==> src/oidber_pkg.sv <==
// Package for the object identifier BER content encoder.
// Holds the transfer payload types, status codes and controller types.
// Used by every module in src; depends on nothing.
package oidber_pkg;

	// Default arc width in bits; the top level takes it as a parameter.
	localparam int ARC_WIDTH_DEF = 64;

	// Fixed payload widths.
	localparam int IN_ARC_W  = 64;
	localparam int BYTE_W    = 8;
	localparam int STATUS_W  = 3;

	// Encoding constants.
	localparam int GROUP_BITS    = 7;
	localparam int FIRST_ARC_MAX = 2;
	localparam int SECOND_MAX    = 39;
	localparam int ARC_MULT      = 40;

	// Result status codes.
	typedef enum logic [STATUS_W-1:0] {
		STAT_OK       = 3'd0,
		STAT_FIRST    = 3'd1,
		STAT_SECOND   = 3'd2,
		STAT_SHORT    = 3'd3,
		STAT_OVERFLOW = 3'd4
	} status_t;

	// Position within the identifier.
	typedef enum logic [1:0] {
		POS_FIRST  = 2'd0,
		POS_SECOND = 2'd1,
		POS_LATER  = 2'd2,
		POS_SPARE  = 2'd3
	} arc_pos_t;

	// Input item: one arc.
	typedef struct packed {
		logic [IN_ARC_W-1:0] arc_value;
		logic                final_arc;
	} in_item_t;

	// Output item: one content byte.
	typedef struct packed {
		logic [BYTE_W-1:0]   out_byte;
		logic                last_of_arc;
		logic                end_of_identifier;
		logic [STATUS_W-1:0] status;
	} out_item_t;

	// Controller states.
	typedef enum logic [1:0] {
		S_IDLE,
		S_EVAL,
		S_EMIT
	} ctrl_state_t;

	// Commands from the controller to the datapath.
	typedef struct packed {
		logic load;
		logic eval;
		logic emit;
	} dp_cmd_t;

	// Status from the datapath to the controller.
	typedef struct packed {
		logic has_result;
		logic last_group;
	} dp_stat_t;

endpackage

==> src/oidber_ctrl.sv <==
// Controller state machine for the object identifier BER encoder.
// Sequences load, evaluate and byte emission, and owns the output valid flag.
// Depends on oidber_pkg.
module oidber_ctrl (
	input  logic                clk,
	input  logic                arst_n,
	input  logic                in_valid,
	output logic                in_ready,
	output logic                out_valid,
	input  logic                out_ready,
	output oidber_pkg::dp_cmd_t cmd,
	input  oidber_pkg::dp_stat_t stat
);
	import oidber_pkg::*;

	ctrl_state_t state_q;
	ctrl_state_t state_nxt;
	logic        out_valid_q;
	logic        slot_free;

	// The output register can take a byte when empty or being drained.
	assign slot_free = !out_valid_q || out_ready;

	// State register.
	always_ff @(posedge clk or negedge arst_n) begin
		if (!arst_n) begin
			state_q <= S_IDLE;
		end else begin
			state_q <= state_nxt;
		end
	end

	// Next state and commands.
	always_comb begin
		state_nxt = state_q;
		cmd       = '0;
		in_ready  = 1'b0;
		case (state_q)
			S_IDLE: begin
				in_ready = 1'b1;
				if (in_valid) begin
					cmd.load  = 1'b1;
					state_nxt = S_EVAL;
				end
			end
			S_EVAL: begin
				cmd.eval  = 1'b1;
				state_nxt = stat.has_result ? S_EMIT : S_IDLE;
			end
			S_EMIT: begin
				if (slot_free) begin
					cmd.emit = 1'b1;
					if (stat.last_group) begin
						state_nxt = S_IDLE;
					end
				end
			end
			default: begin
				state_nxt = S_IDLE;
			end
		endcase
	end

	// Output valid flag: set by a new byte, cleared when the transfer completes.
	always_ff @(posedge clk or negedge arst_n) begin
		if (!arst_n) begin
			out_valid_q <= 1'b0;
		end else if (cmd.emit) begin
			out_valid_q <= 1'b1;
		end else if (out_ready) begin
			out_valid_q <= 1'b0;
		end
	end

	assign out_valid = out_valid_q;

endmodule

==> src/oidber_dpath.sv <==
// Datapath for the object identifier BER encoder.
// Holds identifier state, forms the combined first value, and splits values
// into base-128 groups. Depends on oidber_pkg.
module oidber_dpath #(
	parameter int ARC_WIDTH = oidber_pkg::ARC_WIDTH_DEF
) (
	input  logic                 clk,
	input  logic                 arst_n,
	input  oidber_pkg::in_item_t in_data,
	input  oidber_pkg::dp_cmd_t  cmd,
	output oidber_pkg::dp_stat_t stat,
	output oidber_pkg::out_item_t out_data
);
	import oidber_pkg::*;

	localparam int NGROUPS = (ARC_WIDTH + GROUP_BITS - 1) / GROUP_BITS;
	localparam int PADW    = NGROUPS * GROUP_BITS;
	localparam int KW      = (NGROUPS > 1) ? $clog2(NGROUPS) : 1;

	// Captured input.
	logic [ARC_WIDTH-1:0] arc_s1;
	logic                 fin_s1;

	// Identifier state.
	arc_pos_t             pos_q;
	logic [1:0]           held_q;
	logic                 err_seen_q;

	// Value being emitted.
	logic [ARC_WIDTH-1:0] value_q;
	logic [KW-1:0]        k_q;
	status_t              code_q;
	logic                 fin_q;
	out_item_t            out_q;

	// Evaluation results.
	logic [6:0]           base;
	logic [ARC_WIDTH:0]   sum;
	logic                 has_result;
	logic                 is_err;
	status_t              err_code;
	logic [ARC_WIDTH-1:0] emit_val;
	logic                 clear_st;
	logic                 set_err;
	arc_pos_t             pos_nxt;
	logic [PADW-1:0]      eval_pad;
	logic [KW-1:0]        k_start;
	logic [PADW-1:0]      out_pad;
	logic [GROUP_BITS-1:0] grp;

	// Input capture.
	always_ff @(posedge clk) begin
		if (cmd.load) begin
			arc_s1 <= in_data.arc_value[ARC_WIDTH-1:0];
			fin_s1 <= in_data.final_arc;
		end
	end

	// Combined first value; the carry out of the sum flags overflow.
	assign base = 7'(held_q) * 7'(ARC_MULT);
	assign sum  = {1'b0, arc_s1} + (ARC_WIDTH+1)'(base);

	// Decide what the captured arc yields and how the state moves.
	always_comb begin
		has_result = 1'b0;
		is_err     = 1'b0;
		err_code   = STAT_OK;
		emit_val   = arc_s1;
		clear_st   = 1'b0;
		set_err    = 1'b0;
		pos_nxt    = pos_q;
		if (err_seen_q) begin
			clear_st = fin_s1;
		end else begin
			case (pos_q)
				POS_FIRST: begin
					if (fin_s1) begin
						is_err   = 1'b1;
						err_code = STAT_SHORT;
					end else if (arc_s1 > ARC_WIDTH'(FIRST_ARC_MAX)) begin
						is_err   = 1'b1;
						err_code = STAT_FIRST;
					end else begin
						pos_nxt = POS_SECOND;
					end
				end
				POS_SECOND: begin
					if (held_q < 2'd2 && arc_s1 > ARC_WIDTH'(SECOND_MAX)) begin
						is_err   = 1'b1;
						err_code = STAT_SECOND;
					end else if (sum[ARC_WIDTH]) begin
						is_err   = 1'b1;
						err_code = STAT_OVERFLOW;
					end else begin
						has_result = 1'b1;
						emit_val   = sum[ARC_WIDTH-1:0];
						pos_nxt    = POS_LATER;
					end
				end
				default: begin
					has_result = 1'b1;
					pos_nxt    = POS_LATER;
				end
			endcase
			if (is_err) begin
				has_result = 1'b1;
				emit_val   = '0;
				set_err    = !fin_s1;
			end
			clear_st = fin_s1 && has_result;
		end
	end

	// Index of the most significant nonzero group.
	assign eval_pad = PADW'(emit_val);
	always_comb begin
		k_start = '0;
		for (int g = 1; g < NGROUPS; g++) begin
			if (eval_pad[g*GROUP_BITS +: GROUP_BITS] != '0) begin
				k_start = KW'(g);
			end
		end
	end

	// Identifier state registers.
	always_ff @(posedge clk or negedge arst_n) begin
		if (!arst_n) begin
			pos_q      <= POS_FIRST;
			held_q     <= '0;
			err_seen_q <= 1'b0;
		end else if (cmd.eval) begin
			if (clear_st) begin
				pos_q      <= POS_FIRST;
				held_q     <= '0;
				err_seen_q <= 1'b0;
			end else begin
				pos_q <= pos_nxt;
				if (set_err) begin
					err_seen_q <= 1'b1;
				end
				if (pos_q == POS_FIRST && pos_nxt == POS_SECOND) begin
					held_q <= arc_s1[1:0];
				end
			end
		end
	end

	// Emission registers: value, group counter, status and output byte.
	assign out_pad = PADW'(value_q);
	always_comb begin
		grp = '0;
		for (int g = 0; g < NGROUPS; g++) begin
			if (k_q == KW'(g)) begin
				grp = out_pad[g*GROUP_BITS +: GROUP_BITS];
			end
		end
	end

	always_ff @(posedge clk) begin
		if (cmd.eval) begin
			value_q <= emit_val;
			k_q     <= is_err ? '0 : k_start;
			code_q  <= err_code;
			fin_q   <= fin_s1;
		end else if (cmd.emit) begin
			if (k_q != '0) begin
				k_q <= k_q - KW'(1);
			end
		end
		if (cmd.emit) begin
			out_q.out_byte          <= {(k_q != '0), grp};
			out_q.last_of_arc       <= (k_q == '0);
			out_q.end_of_identifier <= (k_q == '0) && fin_q;
			out_q.status            <= code_q;
		end
	end

	assign stat.has_result = has_result;
	assign stat.last_group = (k_q == '0);
	assign out_data        = out_q;

endmodule

==> src/object_identifier_ber_encoder_top.sv <==
// Object identifier BER content encoder, top level.
// Instantiates the controller and the datapath; depends on oidber_pkg.
//
// Usage:
// Arcs arrive on the input channel (in_valid, in_ready, in_data), one per
// transfer, with final_arc set on the last arc of an identifier. Content
// bytes leave on the output channel (out_valid, out_ready, out_data), one
// per transfer, most significant base-128 group first.
// Timing: an arc is taken and then checked in the next cycle. An arc that
// yields N bytes (up to ten for a 64-bit arc) then occupies the block while
// it emits them, one byte per cycle while the output register is free. A
// first arc, an arc dropped after an error, and the arc ending a dropped
// identifier yield nothing; an error yields one byte. The first byte passes
// the input capture register, the evaluate state and the output register.
// The single output register lets the next arc be taken while the last
// byte still waits. When the receiver stalls, the block holds its byte and
// stops at the next byte until out_ready returns.
// Reset clears the identifier state and the output valid flag; the block
// leaves reset idle and ready to take an arc.
module object_identifier_ber_encoder_top #(
	parameter int ARC_WIDTH = oidber_pkg::ARC_WIDTH_DEF
) (
	input  logic                  clk,
	input  logic                  arst_n,
	input  logic                  in_valid,
	output logic                  in_ready,
	input  oidber_pkg::in_item_t  in_data,
	output logic                  out_valid,
	input  logic                  out_ready,
	output oidber_pkg::out_item_t out_data
);
	import oidber_pkg::*;

	dp_cmd_t  cmd;
	dp_stat_t stat;

	// Sequencer.
	oidber_ctrl u_ctrl (
		.clk       (clk),
		.arst_n    (arst_n),
		.in_valid  (in_valid),
		.in_ready  (in_ready),
		.out_valid (out_valid),
		.out_ready (out_ready),
		.cmd       (cmd),
		.stat      (stat)
	);

	// Checking and encoding datapath.
	oidber_dpath #(
		.ARC_WIDTH (ARC_WIDTH)
	) u_dpath (
		.clk      (clk),
		.arst_n   (arst_n),
		.in_data  (in_data),
		.cmd      (cmd),
		.stat     (stat),
		.out_data (out_data)
	);

endmodule

==> config.mk <==
export PLATFORM = sky130hd
export DESIGN_NAME = object_identifier_ber_encoder_top
export DESIGN_NICKNAME = d
export VERILOG_FILES = /design/src/oidber_pkg.sv /design/src/oidber_ctrl.sv /design/src/oidber_dpath.sv /design/src/object_identifier_ber_encoder_top.sv
export SDC_FILE = /design/constraint.sdc
export NUM_CORES = 1
export LEC_CHECK = 0
export BUFFER_PORTS_ARGS = -buffer_cell sky130_fd_sc_hd__buf_4
export CAP_MARGIN = 20
export CORE_ASPECT_RATIO = 1.75
export CORE_MARGIN = 5
export CORE_UTILIZATION = 48
export DETAILED_ROUTE_END_ITERATION = 16
export PLACE_DENSITY_LB_ADDON = 0.25
export SYNTH_ARGS = -nofsm -noshare
export SYNTH_HDL_FRONTEND = slang
export SYNTH_SLANG_ARGS = --single-unit
==> constraint.sdc <==
create_clock -name clk -period 5.05 [get_ports clk]
set_clock_uncertainty 0.15 [all_clocks]
set_input_delay 0.7575 -clock clk [delete_from_list [all_inputs] [get_ports clk]]
set_output_delay 0.7575 -clock clk [all_outputs]
set_load 0.05 [all_outputs]
# Word level (Yosys, flattened, before mapping)

Index checks and enable logic that the tools add are counted.

Add/subtract/negate cells: 2
$mul: 1
Div/mod/pow operators: 0
Magnitude comparators: 3
Eq/ne operators: 16
Shift operators: 0
Mux-type cells: 73
Bitwise gates (word level): 0
Reductions and logical operators: 28

Operators by type and width:

| cell                                                                  | number |
|---|---|
| 64-bit 2-to-1 mux                                                     | 5 |
| 64-bit by 7-bit adder with 65-bit output                              | 1 |
| 64-bit by 2-bit > comparator with 1-bit output, second input constant | 1 |
| 64-bit by 6-bit > comparator with 1-bit output, second input constant | 1 |
| 7-bit 2-to-1 mux                                                      | 9 |
| 7-bit nonzero test                                                    | 8 |
| 2-bit 2-to-1 mux                                                      | 14 |
| 1-bit 2-to-1 mux                                                      | 27 |
| 4-bit 2-to-1 mux                                                      | 6 |
| 3-bit 2-to-1 mux                                                      | 7 |
| 4-bit by 3-bit == test with 1-bit output, second input constant       | 4 |
| 2-bit nonzero test                                                    | 5 |
| 4-bit by 2-bit == test with 1-bit output, second input constant       | 2 |
| 4-bit == test, second input constant                                  | 2 |
| 2-bit by 1-bit == test with 1-bit output, second input constant       | 3 |
| 2-bit one-hot mux with 3 select lines                                 | 1 |
| 3-bit one-hot mux with 2 select lines                                 | 1 |
| 2-bit AND reduction                                                   | 3 |
| 4-bit by 1-bit == test with 1-bit output, second input constant       | 1 |
| 1-bit logical AND                                                     | 4 |
| 2-bit zero test                                                       | 2 |
| 4-bit zero test                                                       | 1 |
| 2-bit by 3-bit multiplier with 4-bit output, second input constant    | 1 |
| 2-bit inequality test, second input constant                          | 2 |
| 10 further kinds                                                      | 12 |

Flip-flop bits (word level): 158
Latch bits: 0
RAM bits: 0
ROM bits: 0
Bits of input ports: 69
Memories: 0

# Logic depth before layout (Yosys ltp)

Gate-level depths: netlist of the first run.

Word-level depth: 20
Depth in mapped cells: 14
Gate-level depth less buffers: 12

# Hierarchy

A second synthesis of the first run with hierarchy kept.

Cell total of the unflattened synthesis: 778
Area, all modules: 8465.6 µm²

By module, submodules not included:

| module       | times used | cells each | area an instance (µm²) | sequential area each (µm²) |
|---|---|---|---|---|
| oidber_dpath | 1          | 765        | 8333.0                 | 4629.4 |
| oidber_ctrl  | 1          | 13         | 132.6                  | 75.1 |

# Worst setup path before layout of the first run

OpenSTA, ideal clock, no wires.

Kind: register to register
Start: register u_dpath.held_q[1]
End: register u_dpath.k_q[1] (data pin)
Setup time: 361 ps
Arrival: 3268 ps
Data required time: 4539 ps
Slack: 1272 ps
Cell stages (with the launch flop): 14
Buffers on the path: 2
Cells stage by stage: dfrtp_1 -> ha_1 -> a21oi_1 -> o22ai_1 -> clkbuf_1 -> and4_1 -> clkbuf_1 -> a21oi_1 -> nand2_1 -> o31ai_1 -> o22ai_1 -> or4_1 -> o211ai_1 -> o221ai_1

Word-level cells in the longest chain between the ends: 19
Elaborated cells on any way between the ends: 31
Those cells by class: add/sub (1); mul (1); order compare (1); mux (20); reduce/logical (8)

RTL lines:

| what                                        | RTL line            | source |
|---|---|---|
| start: declaration                          | oidber_dpath.sv:26  | `logic [1:0] held_q;` |
| start signal: assignment                    | oidber_dpath.sv:142 | `held_q <= arc_s1[1:0];` |
| 2-bit by 3-bit multiplier with 4-bit output | oidber_dpath.sv:60  | `assign base = 7'(held_q) * 7'(ARC_MULT);` |
| 64-bit by 7-bit adder with 65-bit output    | oidber_dpath.sv:61  | `assign sum = {1'b0, arc_s1} + (ARC_WIDTH+1)'(base);` |
| 1-bit 2-to-1 mux                            | oidber_dpath.sv:91  | `end else if (sum[ARC_WIDTH]) begin` |
| 1-bit 2-to-1 mux                            | oidber_dpath.sv:88  | `if (held_q < 2'd2 && arc_s1 > ARC_WIDTH'(SECOND_MAX)) begin` |
| 1-bit one-hot mux with 2 select lines       | oidber_dpath.sv:75  | `case (pos_q)` |
| 1-bit 2-to-1 mux                            | oidber_dpath.sv:72  | `if (err_seen_q) begin` |
| 64-bit 2-to-1 mux                           | oidber_dpath.sv:105 | `if (is_err) begin` |
| 64-bit 2-to-1 mux                           | oidber_dpath.sv:72  |  |
| 7-bit nonzero test                          | oidber_dpath.sv:119 | `if (eval_pad[g*GROUP_BITS +: GROUP_BITS] != '0) begin` |
| 2-bit 2-to-1 mux (2 in series)              | oidber_dpath.sv:119 |  |
| 3-bit 2-to-1 mux (4 in series)              | oidber_dpath.sv:119 |  |
| 4-bit 2-to-1 mux (2 in series)              | oidber_dpath.sv:119 |  |
| 4-bit 2-to-1 mux *                          | oidber_dpath.sv:162 | `k_q <= is_err ? '0 : k_start;` |
| 4-bit 2-to-1 mux *                          | oidber_dpath.sv:160 | `if (cmd.eval) begin` |
| end signal: assignment                      | oidber_dpath.sv:162 |  |
| end signal: assignment                      | oidber_dpath.sv:167 | `k_q <= k_q - KW'(1);` |
| end: declaration                            | oidber_dpath.sv:31  | `logic [KW-1:0] k_q;` |

Mark *: on every way between the ends. The rest lies on a longest branch, timed or not. The select of a mux whose other input is x is not followed.
A chain may end at the register's enable or synchronous reset.

# Worst setup path after layout of the first run

Start: register u_dpath.arc_s1[36]
End: register u_dpath.k_q[1] (data pin)

Word-level cells in the longest chain between the ends: 18
Elaborated cells on any way between the ends: 33
Those cells by class: add/sub (1); order compare (2); mux (22); reduce/logical (8)

RTL lines:

| what                                                                   | RTL line                               | source |
|---|---|---|
| start: declaration                                                     | oidber_dpath.sv:21                     | `logic [ARC_WIDTH-1:0] arc_s1;` |
| start signal: assignment                                               | oidber_dpath.sv:54                     | `arc_s1 <= in_data.arc_value[ARC_WIDTH-1:0];` |
| 64-bit by 7-bit adder with 65-bit output, or another cell as far along | oidber_dpath.sv:61                     |  |
| 1-bit 2-to-1 mux, or another cell as far along                         | oidber_dpath.sv:91                     |  |
| 1-bit 2-to-1 mux, on equally long branches                             | oidber_dpath.sv:88, oidber_dpath.sv:77 |  |
| 1-bit one-hot mux with 2 select lines                                  | oidber_dpath.sv:75                     |  |
| 1-bit 2-to-1 mux                                                       | oidber_dpath.sv:72                     |  |
| 64-bit 2-to-1 mux                                                      | oidber_dpath.sv:105                    |  |
| 64-bit 2-to-1 mux                                                      | oidber_dpath.sv:72                     |  |
| 7-bit nonzero test                                                     | oidber_dpath.sv:119                    |  |
| 2-bit 2-to-1 mux (2 in series)                                         | oidber_dpath.sv:119                    |  |
| 3-bit 2-to-1 mux (4 in series)                                         | oidber_dpath.sv:119                    |  |
| 4-bit 2-to-1 mux (2 in series)                                         | oidber_dpath.sv:119                    |  |
| 4-bit 2-to-1 mux *                                                     | oidber_dpath.sv:162                    |  |
| 4-bit 2-to-1 mux *                                                     | oidber_dpath.sv:160                    |  |

Marked as above.

==> results_dict.tcl, run 1 <==
set metrics [dict create \
    synth-seq-cells 158 \
    synth_cell_types 74 \
    register_area_mm2 0.00470 \
    multi_input_area_mm2 0.00382 \
    numPlacedInstances 1135 \
    drcViolationCount 0 \
    core_mm2 0.0181 \
    initial_core_util_pct 48.8 \
    insertion_delay_ns 0.43 \
    layout.cells.non_filler 1168 \
    power.leakage_uw 0.00352 \
    fp.dieW_um 112 \
    drv_cap 0 \
    report.final.setup_viol 0 \
    async_reset_ff_share_pct 5.06 \
    outcome "finished clean" \
    crit_fanout 14 \
    post-cts-setup-buffers 0 \
    netlist_top_cells_area "edfxtp_1, nor2_1, xnor2_1, dfrtp_1, nand2_1" \
    cp-startpoint "u_dpath.arc_s1[36]$_DFFE_PP_" \
    syn_inst 837 \
    grtUsageTotal_pct 24.2 \
    max-vdd-ir-drop_mv 0.245 \
    nets 999 \
    slew_viol_final 0 \
    gp_congestion 0.959 \
    tns_ns 0 \
    synth_top_area_share_pct 51.2 \
    synthesis.area_mm2 0.00880 \
    syn_area_per_cell_um2 10.5 \
    worstMarginPinSlew_ns 0.928 \
    netlist.top_cell.by_area "edfxtp_1" \
    cts-root-buf "clkbuf_16" \
    grt_pass1_vias 7136 \
    htreeDepth 4 \
    viasPerCell 6.10 \
    layout_min_cycle_time_ns 4.67 \
    die_y_um 189 \
    cp.arrival_ns 4.68 \
    grt_max_degree 37 \
    path_clk_slew_ns 0.07 \
    worstReg2RegStart "u_dpath.arc_s1[36]$_DFFE_PP_" \
    max_clock_freq_ghz 0.214 \
    reg2reg_slack_ns 0.38 \
    drtIter0Drc 564 \
    startpoint_type "register" \
    clockBufferDepth 2 \
    r2r_end "u_dpath.k_q[1]$_DFFE_PP_" \
    clkSinkCount 158 \
    syn-num-nets 915 \
    ys_warn_count 0 \
    insertedDiodeCount 0 \
    post-route-period-util_pct 92.4 \
    worstPathRequired_ns 5.06 \
    port-buffer-count 83 \
    synth_edf_count 150 \
    rows 65 \
    wirelength_um 25800 \
    ant_nets 0 \
    synth_most_common_cell "edfxtp_1" \
    worstHoldPathCells 0 \
    drive_gt1_share_pct 19.1 \
    hold_viol_final 0 \
    relSlewSlack_pct 36.5 \
    antenna_found_initial 0 \
    ys_seq_area_share_pct 53.4 \
    area_growth_pct 17.5 \
    cts_made_buffers 17 \
    fillCellCount 1619 \
    holdWs_ns 0.276 \
    crit_path_end_kind "register" \
    grt_pass1_wl_um 39600 \
    cts_tree "built" \
    cp-endpoint "u_dpath.k_q[1]$_DFFE_PP_" \
    rsz0062_at_grt "no" \
    synth_flop_cell "edfxtp_1" \
    grt.overflow.total 0 \
    cts-resized-gates 0 \
    crit_type "reg2reg" \
    r2r_cells 10 \
    dp_hpwl_um 20000 \
    first_pass_iters 6 \
    vias 7122 \
    die-area_mm2 0.0213 \
    power.density_mw_per_mm2 478 \
    cts_hold_buffers 1 \
    synthTopCellsByCount "edfxtp_1, nor2_1, nand2_1" \
    min_path_type "reg2reg" \
    io_pins 84 \
    drt-wirelength-per-cell_um 22.1 \
]
==> sequential cells by signal (all words and copies together), names as in the netlist <==
| name | flops |
|---|---|
| u_dpath.k_q | 4 |
| u_dpath.pos_q | 2 |
| u_dpath.out_data | 13 |
| u_dpath.arc_s1 | 64 |
| u_dpath.held_q | 2 |
| u_dpath.value_q | 64 |
| u_dpath.code_q | 3 |
| u_ctrl.state_q | 2 |
| u_dpath.fin_q | 1 |
| u_dpath.fin_s1 | 1 |
| u_ctrl.out_valid | 1 |
| u_dpath.err_seen_q | 1 |
==> placed cells by master (no fill, tap or decap), types with 5 or more instances in the layout <==
cell type	n
a22oi_1	15
and2_1	15
clkbuf_16	17
o21ai_0	20
nor4_1	31
nand3_1	38
ha_1	8
inv_1	11
and3_1	13
nor4b_1	5
buf_4	121
inv_6	5
mux2_2	5
xnor2_1	37
xor2_1	20
and4_1	10
nor2_1	112
a21oi_1	31
nand2b_1	8
or4_1	6
edfxtp_1	150
nor3_1	27
nand4_1	29
a221oi_1	8
o211ai_1	7
nand2_1	52
dfrtp_1	8
a211oi_1	14
or3_1	12
==> critical path, stage by stage (launching register included) <==
cell	delay (ns)
edfxtp_1	0.51
nor4_1	0.63
nand4_1	0.26
nor4_4	0.51
a21oi_2	0.30
nor4_1	0.54
mux2i_1	0.17
a2111oi_0	0.84
buf_4	0.25
a211o_1	0.14
o221ai_1	0.10
==> cell families after synthesis <==
family / Yosys count / share of synthesized area (%)
AND/OR/NAND/NOR: 386 / 23.1
flip-flops: 158 / 53.4
AO/OA/AOI/OAI: 149 / 11.9
buffers and inverters: 69 / 3.35
XOR/XNOR: 57 / 5.67
multiplexers: 9 / 1.15
adder cells (fa/ha/maj): 9 / 1.36
==> power breakdown <==
group | switching (uW) | internal, uW
Sequential | 274 | 1930
Combinational | 953 | 539
Clock | 587 | 655
Total | 1810 | 3130
==> stage by stage <==
| step | setup slack, ns | cell area, um^2 | total power [uW] | util (%) |
|---|---|---|---|---|
| floorplan | 1.27 | 8800 | 3200 | - |
| finish | 0.383 | 10300 | 4940 | 57.3 |
| detailed placement | 0.486 | 9770 | 3720 | 54.1 |
| global route | 0.281 | 10300 | 5190 | 57.3 |
| CTS | 0.493 | 10300 | 4960 | 57.3 |
| global placement | 0.451 | 9770 | 3690 | 54.1 |
==> routing by layer <==
layer / routed length (um) / track usage (%) / vias to the layer above
met5: 0 / 0 / -
met4: 1600 / 14.9 / 0
met3: 1170 / 3.77 / 85
met2: 13400 / 42.4 / 287
met1: 9630 / 27.3 / 3394
li1: - / - / 3356
==> how the worst min path moves through the flow <==
stage	endpoint	slack, ns	startpoint
2_1_floorplan	u_dpath.out_data[0]$_DFFE_PP_	0.25	u_dpath.code_q[0]$_SDFFCE_PP0P_
3_3_place_gp	u_dpath.out_data[2]$_DFFE_PP_	0.25	u_dpath.code_q[2]$_SDFFCE_PP0P_
3_5_place_dp	u_dpath.out_data[2]$_DFFE_PP_	0.26	u_dpath.code_q[2]$_SDFFCE_PP0P_
4_1_cts	u_dpath.out_data[2]$_DFFE_PP_	0.27	u_dpath.code_q[2]$_SDFFCE_PP0P_
5_1_grt	u_dpath.out_data[2]$_DFFE_PP_	0.30	u_dpath.code_q[2]$_SDFFCE_PP0P_
6_report	u_dpath.out_data[2]$_DFFE_PP_	0.28	u_dpath.code_q[2]$_SDFFCE_PP0P_
==> layout make-up <==
type                       instances  share of cell area [%]
clock buffer                      17                    4.11
clock inverter                    15                    1.40
inverter                          12                   0.435
multi-input combinational        610                    36.9
sequential                       158                    45.5
tap                              234                    2.83
timing repair buffer             122                    8.87
No activity file was read; power rests on OpenSTA's default activity.
==> run 2, diff against run 1 <==
==> constraint.sdc (replaced) <==
create_clock -name clk -period 5.05 [get_ports clk]
set_clock_uncertainty 0.15 [all_clocks]
set_input_delay 0 -clock clk [delete_from_list [all_inputs] [get_ports clk]]
set_output_delay 0 -clock clk [all_outputs]
set_load 0.05 [all_outputs]
==> run 2 against run 1 <==
Effect of this change:
- combinational power increased by 3%
- worst setup slack improved by 0.074 ns
- highest routed layer unchanged
- die area stayed put
- sequential power about the same
- maximum frequency rose by 1.6%
- global-route usage rose by 1.4 points
- final cell count rose by 6.0%
- critical path type unchanged
- critical endpoint unchanged
==> results_dict.tcl, run 2 (synthesis results as in run 1) <==
set metrics [dict create \
    outcome "finished clean" \
    grt_max_degree 66 \
    clkSinkCount 158 \
    reg2reg_slack_ns 0.46 \
    io_pins 84 \
    cp-startpoint "u_dpath.arc_s1[51]$_DFFE_PP_" \
    cts_tree "built" \
    worstPathRequired_ns 5.17 \
    drv_cap 0 \
    layout_commonest_cell "edfxtp_1" \
    worstMarginPinSlew_ns 1.03 \
    tns_ns 0 \
    drtIter0Drc 582 \
    cts-resized-gates 0 \
    worstReg2RegStart "u_dpath.arc_s1[51]$_DFFE_PP_" \
    max-vdd-ir-drop_mv 0.314 \
    die-area_mm2 0.0213 \
    crit_type "reg2reg" \
    r2r_cells 11 \
    rsz0062_at_grt "no" \
    dp_hpwl_um 20000 \
    post-cts-setup-buffers 0 \
    clockBufferDepth 2 \
    vias 7396 \
    initial_core_util_pct 48.8 \
    drcViolationCount 0 \
    fillCellCount 1508 \
    power.leakage_uw 0.00383 \
    drive_gt1_share_pct 17.9 \
    rows 65 \
    grtUsageTotal_pct 25.6 \
    report.final.setup_viol 0 \
    dp_slack_ns 0.536 \
    hold_viol_final 0 \
    fp.dieW_um 112 \
    gp_congestion 0.946 \
    min_path_type "in2reg" \
    final_cell_mix "edfxtp_1, buf_4, nor2_1" \
    cts_made_buffers 17 \
    viasPerCell 5.97 \
    insertedDiodeCount 0 \
    drt-wirelength-per-cell_um 21.7 \
    path_clk_slew_ns 0.07 \
    startpoint_type "register" \
    slew_viol_final 0 \
    core_mm2 0.0181 \
    antenna_found_initial 0 \
    wirelength_um 26800 \
    nets 1069 \
    crit_fanout 19 \
    area_growth_pct 25.7 \
    post-route-period-util_pct 90.9 \
    grt_pass1_vias 7497 \
    die_y_um 189 \
    port-buffer-count 83 \
    grt_pass1_wl_um 41800 \
    crit_path_end_kind "register" \
    ant_nets 0 \
    relSlewSlack_pct 31.1 \
    grt.overflow.total 0 \
    cts-root-buf "clkbuf_16" \
    power.density_mw_per_mm2 452 \
    htreeDepth 4 \
    cp.arrival_ns 4.71 \
    max_clock_freq_ghz 0.218 \
    layout_min_cycle_time_ns 4.59 \
    first_pass_iters 5 \
    setup_ws_ns 0.457 \
    insertion_delay_ns 0.44 \
    r2r_end "u_dpath.k_q[1]$_DFFE_PP_" \
    cp-endpoint "u_dpath.k_q[1]$_DFFE_PP_" \
]
[run 2: worst min-delay path by stage]
stage | start | to | slack (ns) | depth (start not counted)
floorplan | arst_n | u_ctrl.out_valid$_DFFE_PN0P_ | -0.45 | 0
global placement | arst_n | u_ctrl.out_valid$_DFFE_PN0P_ | -0.32 | 1
detailed placement | arst_n | u_ctrl.out_valid$_DFFE_PN0P_ | -0.33 | 1
CTS | in_data[20] | u_dpath.arc_s1[19]$_DFFE_PP_ | 0.12 | 2
global route | in_data[21] | u_dpath.arc_s1[20]$_DFFE_PP_ | 0.13 | 2
finish | in_data[16] | u_dpath.arc_s1[15]$_DFFE_PP_ | 0.13 | 2
[run 2: layer usage]
| metal | wire (um) | up-vias | track usage, % |
|---|---|---|---|
| li1 | - | 3499 | - |
| met1 | 9900 | 3553 | 29.3 |
| met2 | 14500 | 281 | 46.3 |
| met3 | 1160 | 63 | 3.36 |
| met4 | 1250 | 0 | 12.9 |
| met5 | 0 | - | 0 |
[run 2: timing repair]
item                       4_1_cts  5_1_grt
hold buffers                    69        0
hold endpoints to repair        76        0
setup endpoints to repair        0        0
[run 2: critical path: stages (launching register included)]
cell       delay (ns)
edfxtp_1         0.50
nor4_1           0.62
nand4_1          0.26
nor4_4           0.51
a21oi_2          0.37
buf_4            0.27
or4_4            0.55
mux2_4           0.31
a2bb2oi_1        0.15
o41ai_4          0.46
nand2_2          0.09
o221ai_1         0.18
[run 2: final cells by class]
cell class,instances,area [um^2],area share (%)
clock buffers,17,425,3.84
multi-input cells,610,3820,34.5
clock inverters,15,166,1.50
flip-flops and latches,158,4700,42.5
inverters,12,45.0,0.407
well taps,234,293,2.65
repair buffers,192,1610,14.6
[run 2: power breakdown]
group / switching, uW / total, uW / internal, uW / leakage, uW
Combinational: 958 / 1530 / 568 / 0.00202
Clock: 599 / 1260 / 663 / 0.000283
Sequential: 283 / 2220 / 1940 / 0.00152
Total: 1840 / 5010 / 3170 / 0.00383
[run 2: stage by stage]
stage          util, %  instances  cell area (um^2)  power [uW]  hold WS (ns)
2_1_floorplan        -        837              8800        3200        -0.446
3_3_place_gp      54.2       1137              9780        3690        -0.325
3_5_place_dp      54.2       1137              9780        3720        -0.326
4_1_cts           61.3       1238             11100        5010         0.120
5_1_grt           61.3       1238             11100        5240         0.132
6_report          61.3       1238             11100        5010         0.130
==> run 3, diff against run 2 <==
Settings changed: RECOVER_POWER from default to 25, SKIP_LAST_GASP from default to 1.
==> run 3 against run 2 <==
Effect of this change:
- hold slack better by 0.016 ns
- non-clock buffer count unchanged
- clock power about the same
- register-to-register slack better by 0.03 ns
- worst setup slack better by 0.027 ns
- sequential power about the same
- critical path type unchanged
- largest cell class unchanged
==> results_dict.tcl, run 3 (synthesis results as in run 1) <==
set metrics [dict create \
    layout.cells.non_filler 1238 \
    setup_ws_ns 0.484 \
    viasPerCell 5.96 \
    die_y_um 189 \
    combPwrFrac_pct 30.3 \
    cp.arrival_ns 4.69 \
    holdWs_ns 0.146 \
    drive_gt1_share_pct 17.6 \
    clockBufferDepth 2 \
    worstPathRequired_ns 5.17 \
    cts-resized-gates 0 \
    seq_power_share_pct 44.4 \
    power.density_mw_per_mm2 452 \
    vias 7380 \
    slew_viol_final 0 \
    p_sw_uw 1840 \
    report.final.setup_viol 0 \
    clockPowerShare_pct 25.3 \
    dp_hpwl_um 20000 \
    layout_min_cycle_time_ns 4.57 \
    insertion_delay_ns 0.44 \
    crit_path_end_kind "register" \
    ant_nets 0 \
    fillCellCount 1512 \
    switching_share_pct 36.8 \
    slowest_delay_ns 0.59 \
    dr_wl_met3_um 1120 \
    outcome "finished clean" \
    grt.overflow.total 0 \
    antenna_found_initial 0 \
    io_pins 84 \
    cts_tree "built" \
    fp.dieW_um 112 \
    crit_type "reg2reg" \
    final_cell_mix "edfxtp_1, nor2_1, dlygate4sd3_1" \
    worstMarginPinSlew_ns 1.05 \
    nets 1069 \
    post-route-period-util_pct 90.4 \
    power.leakage_uw 0.00380 \
    core_mm2 0.0181 \
    grtUsageTotal_pct 25.6 \
    insertedDiodeCount 0 \
    min_path_type "in2reg" \
    grt_pass1_wl_um 41800 \
    cts_made_buffers 17 \
    rows 65 \
    m1WireLength_um 9900 \
    cp_cell_sequence "nor4_1, nand4_1, nor4_4, a21oi_2, buf_4, or4_4, mux2_4, a2bb2oi_1, o41ai_4, nand2_2, o221ai_1" \
    numPlacedInstances 1137 \
    startpoint_type "register" \
    postLayoutCoreUtil_pct 61.2 \
    port-buffer-count 83 \
    wirelength_um 26800 \
    path_clk_slew_ns 0.07 \
    cts-root-buf "clkbuf_16" \
    rsz0062_at_grt "no" \
    drv_cap 0 \
    grt_max_degree 66 \
    hold_viol_final 0 \
    gp_congestion 0.946 \
    grt_pass1_vias 7497 \
    drcViolationCount 0 \
    die-area_mm2 0.0213 \
    clkSinkCount 158 \
    initial_core_util_pct 48.8 \
    top_layer_used "met4" \
    met2WireLength_um 14500 \
    p_int_uw 3160 \
    first_pass_iters 5 \
    area_growth_pct 25.6 \
    dp_slack_ns 0.536 \
    max_clock_freq_ghz 0.219 \
    drtIter0Drc 591 \
    relSlewSlack_pct 29.7 \
    crit_fanout 19 \
    tns_ns 0 \
    max-vdd-ir-drop_mv 0.313 \
    drt-wirelength-per-cell_um 21.6 \
    htreeDepth 4 \
    critPathSlowestCell "nor4_1" \
    layout_commonest_cell "edfxtp_1" \
]
==> run 3: cell count changes in the layout (fill, tap and decap cells not counted), sizes merged <==
cell    change
buf        -69
clkbuf     +69
==> run 3: path summary, 6_finish.rpt <==
check | from | to | cells after the start | slack, ns
min in group asynchronous | arst_n | u_ctrl.state_q[0]$_DFFE_PN0P_ | 3 | 0.41
setup reg to reg | u_dpath.arc_s1[51]$_DFFE_PP_ | u_dpath.k_q[1]$_DFFE_PP_ | 11 | 0.48
hold / removal | in_data[16] | u_dpath.arc_s1[15]$_DFFE_PP_ | 2 | 0.15
max in group asynchronous | arst_n | u_dpath.pos_q[0]$_DFFE_PN0P_ | 3 | 4.08
hold reg to reg | u_dpath.code_q[0]$_SDFFCE_PP0P_ | u_dpath.out_data[0]$_DFFE_PP_ | 0 | 0.28
setup / recovery | u_dpath.arc_s1[51]$_DFFE_PP_ | u_dpath.k_q[1]$_DFFE_PP_ | 11 | 0.48
==> run 3: power by group through the flow <==
stage | clock network, uW | logic, uW | registers (uW)
after floorplan | 0 | 983 | 2220
after global placement | 0 | 1460 | 2230
after detailed placement | 0 | 1480 | 2240
after CTS | 1270 | 1530 | 2210
after global routing | 1320 | 1650 | 2250
final | 1260 | 1520 | 2220
==> run 3: through the flow <==
step	power (uW)	cell area, um^2
after global placement	3690	9780
after global routing	5230	11100
after CTS	5010	11100
final	5000	11100
after floorplan	3200	8800
after detailed placement	3720	9780
==> run 3: repair_timing <==
item                                    CTS  global route
setup buffers                             0             0
endpoints found under the setup margin    0             0
hold buffers                             69             0
hold endpoints to repair                 76             0
==> run 3: cell type report <==
| cell class | instances | area, um^2 | area share (%) |
|---|---|---|---|
| tap | 234 | 293 | 2.65 |
| sequential | 158 | 4700 | 42.6 |
| timing repair buffer | 192 | 1600 | 14.5 |
| clock inverter | 15 | 166 | 1.51 |
| clock buffer | 17 | 425 | 3.85 |
| inverter | 12 | 45.0 | 0.407 |
| multi-input combinational | 610 | 3820 | 34.5 |
==> run 3: per-layer routing <==
metal | vias to the layer above | global-route usage, %
met5 | - | 0
met4 | 0 | 12.9
met3 | 66 | 3.36
met1 | 3539 | 29.3
met2 | 276 | 46.3
li1 | 3499 | -
==> run 3: critical path: cells and delay by family, from the launching register on <==
family | cells | cell delay (ns)
flip-flops | 1 | 0.50
AND/OR/NAND/NOR | 5 | 2.01
multiplexers | 1 | 0.31
buffers and inverters | 1 | 0.27
AO/OA/AOI/OAI | 4 | 1.15
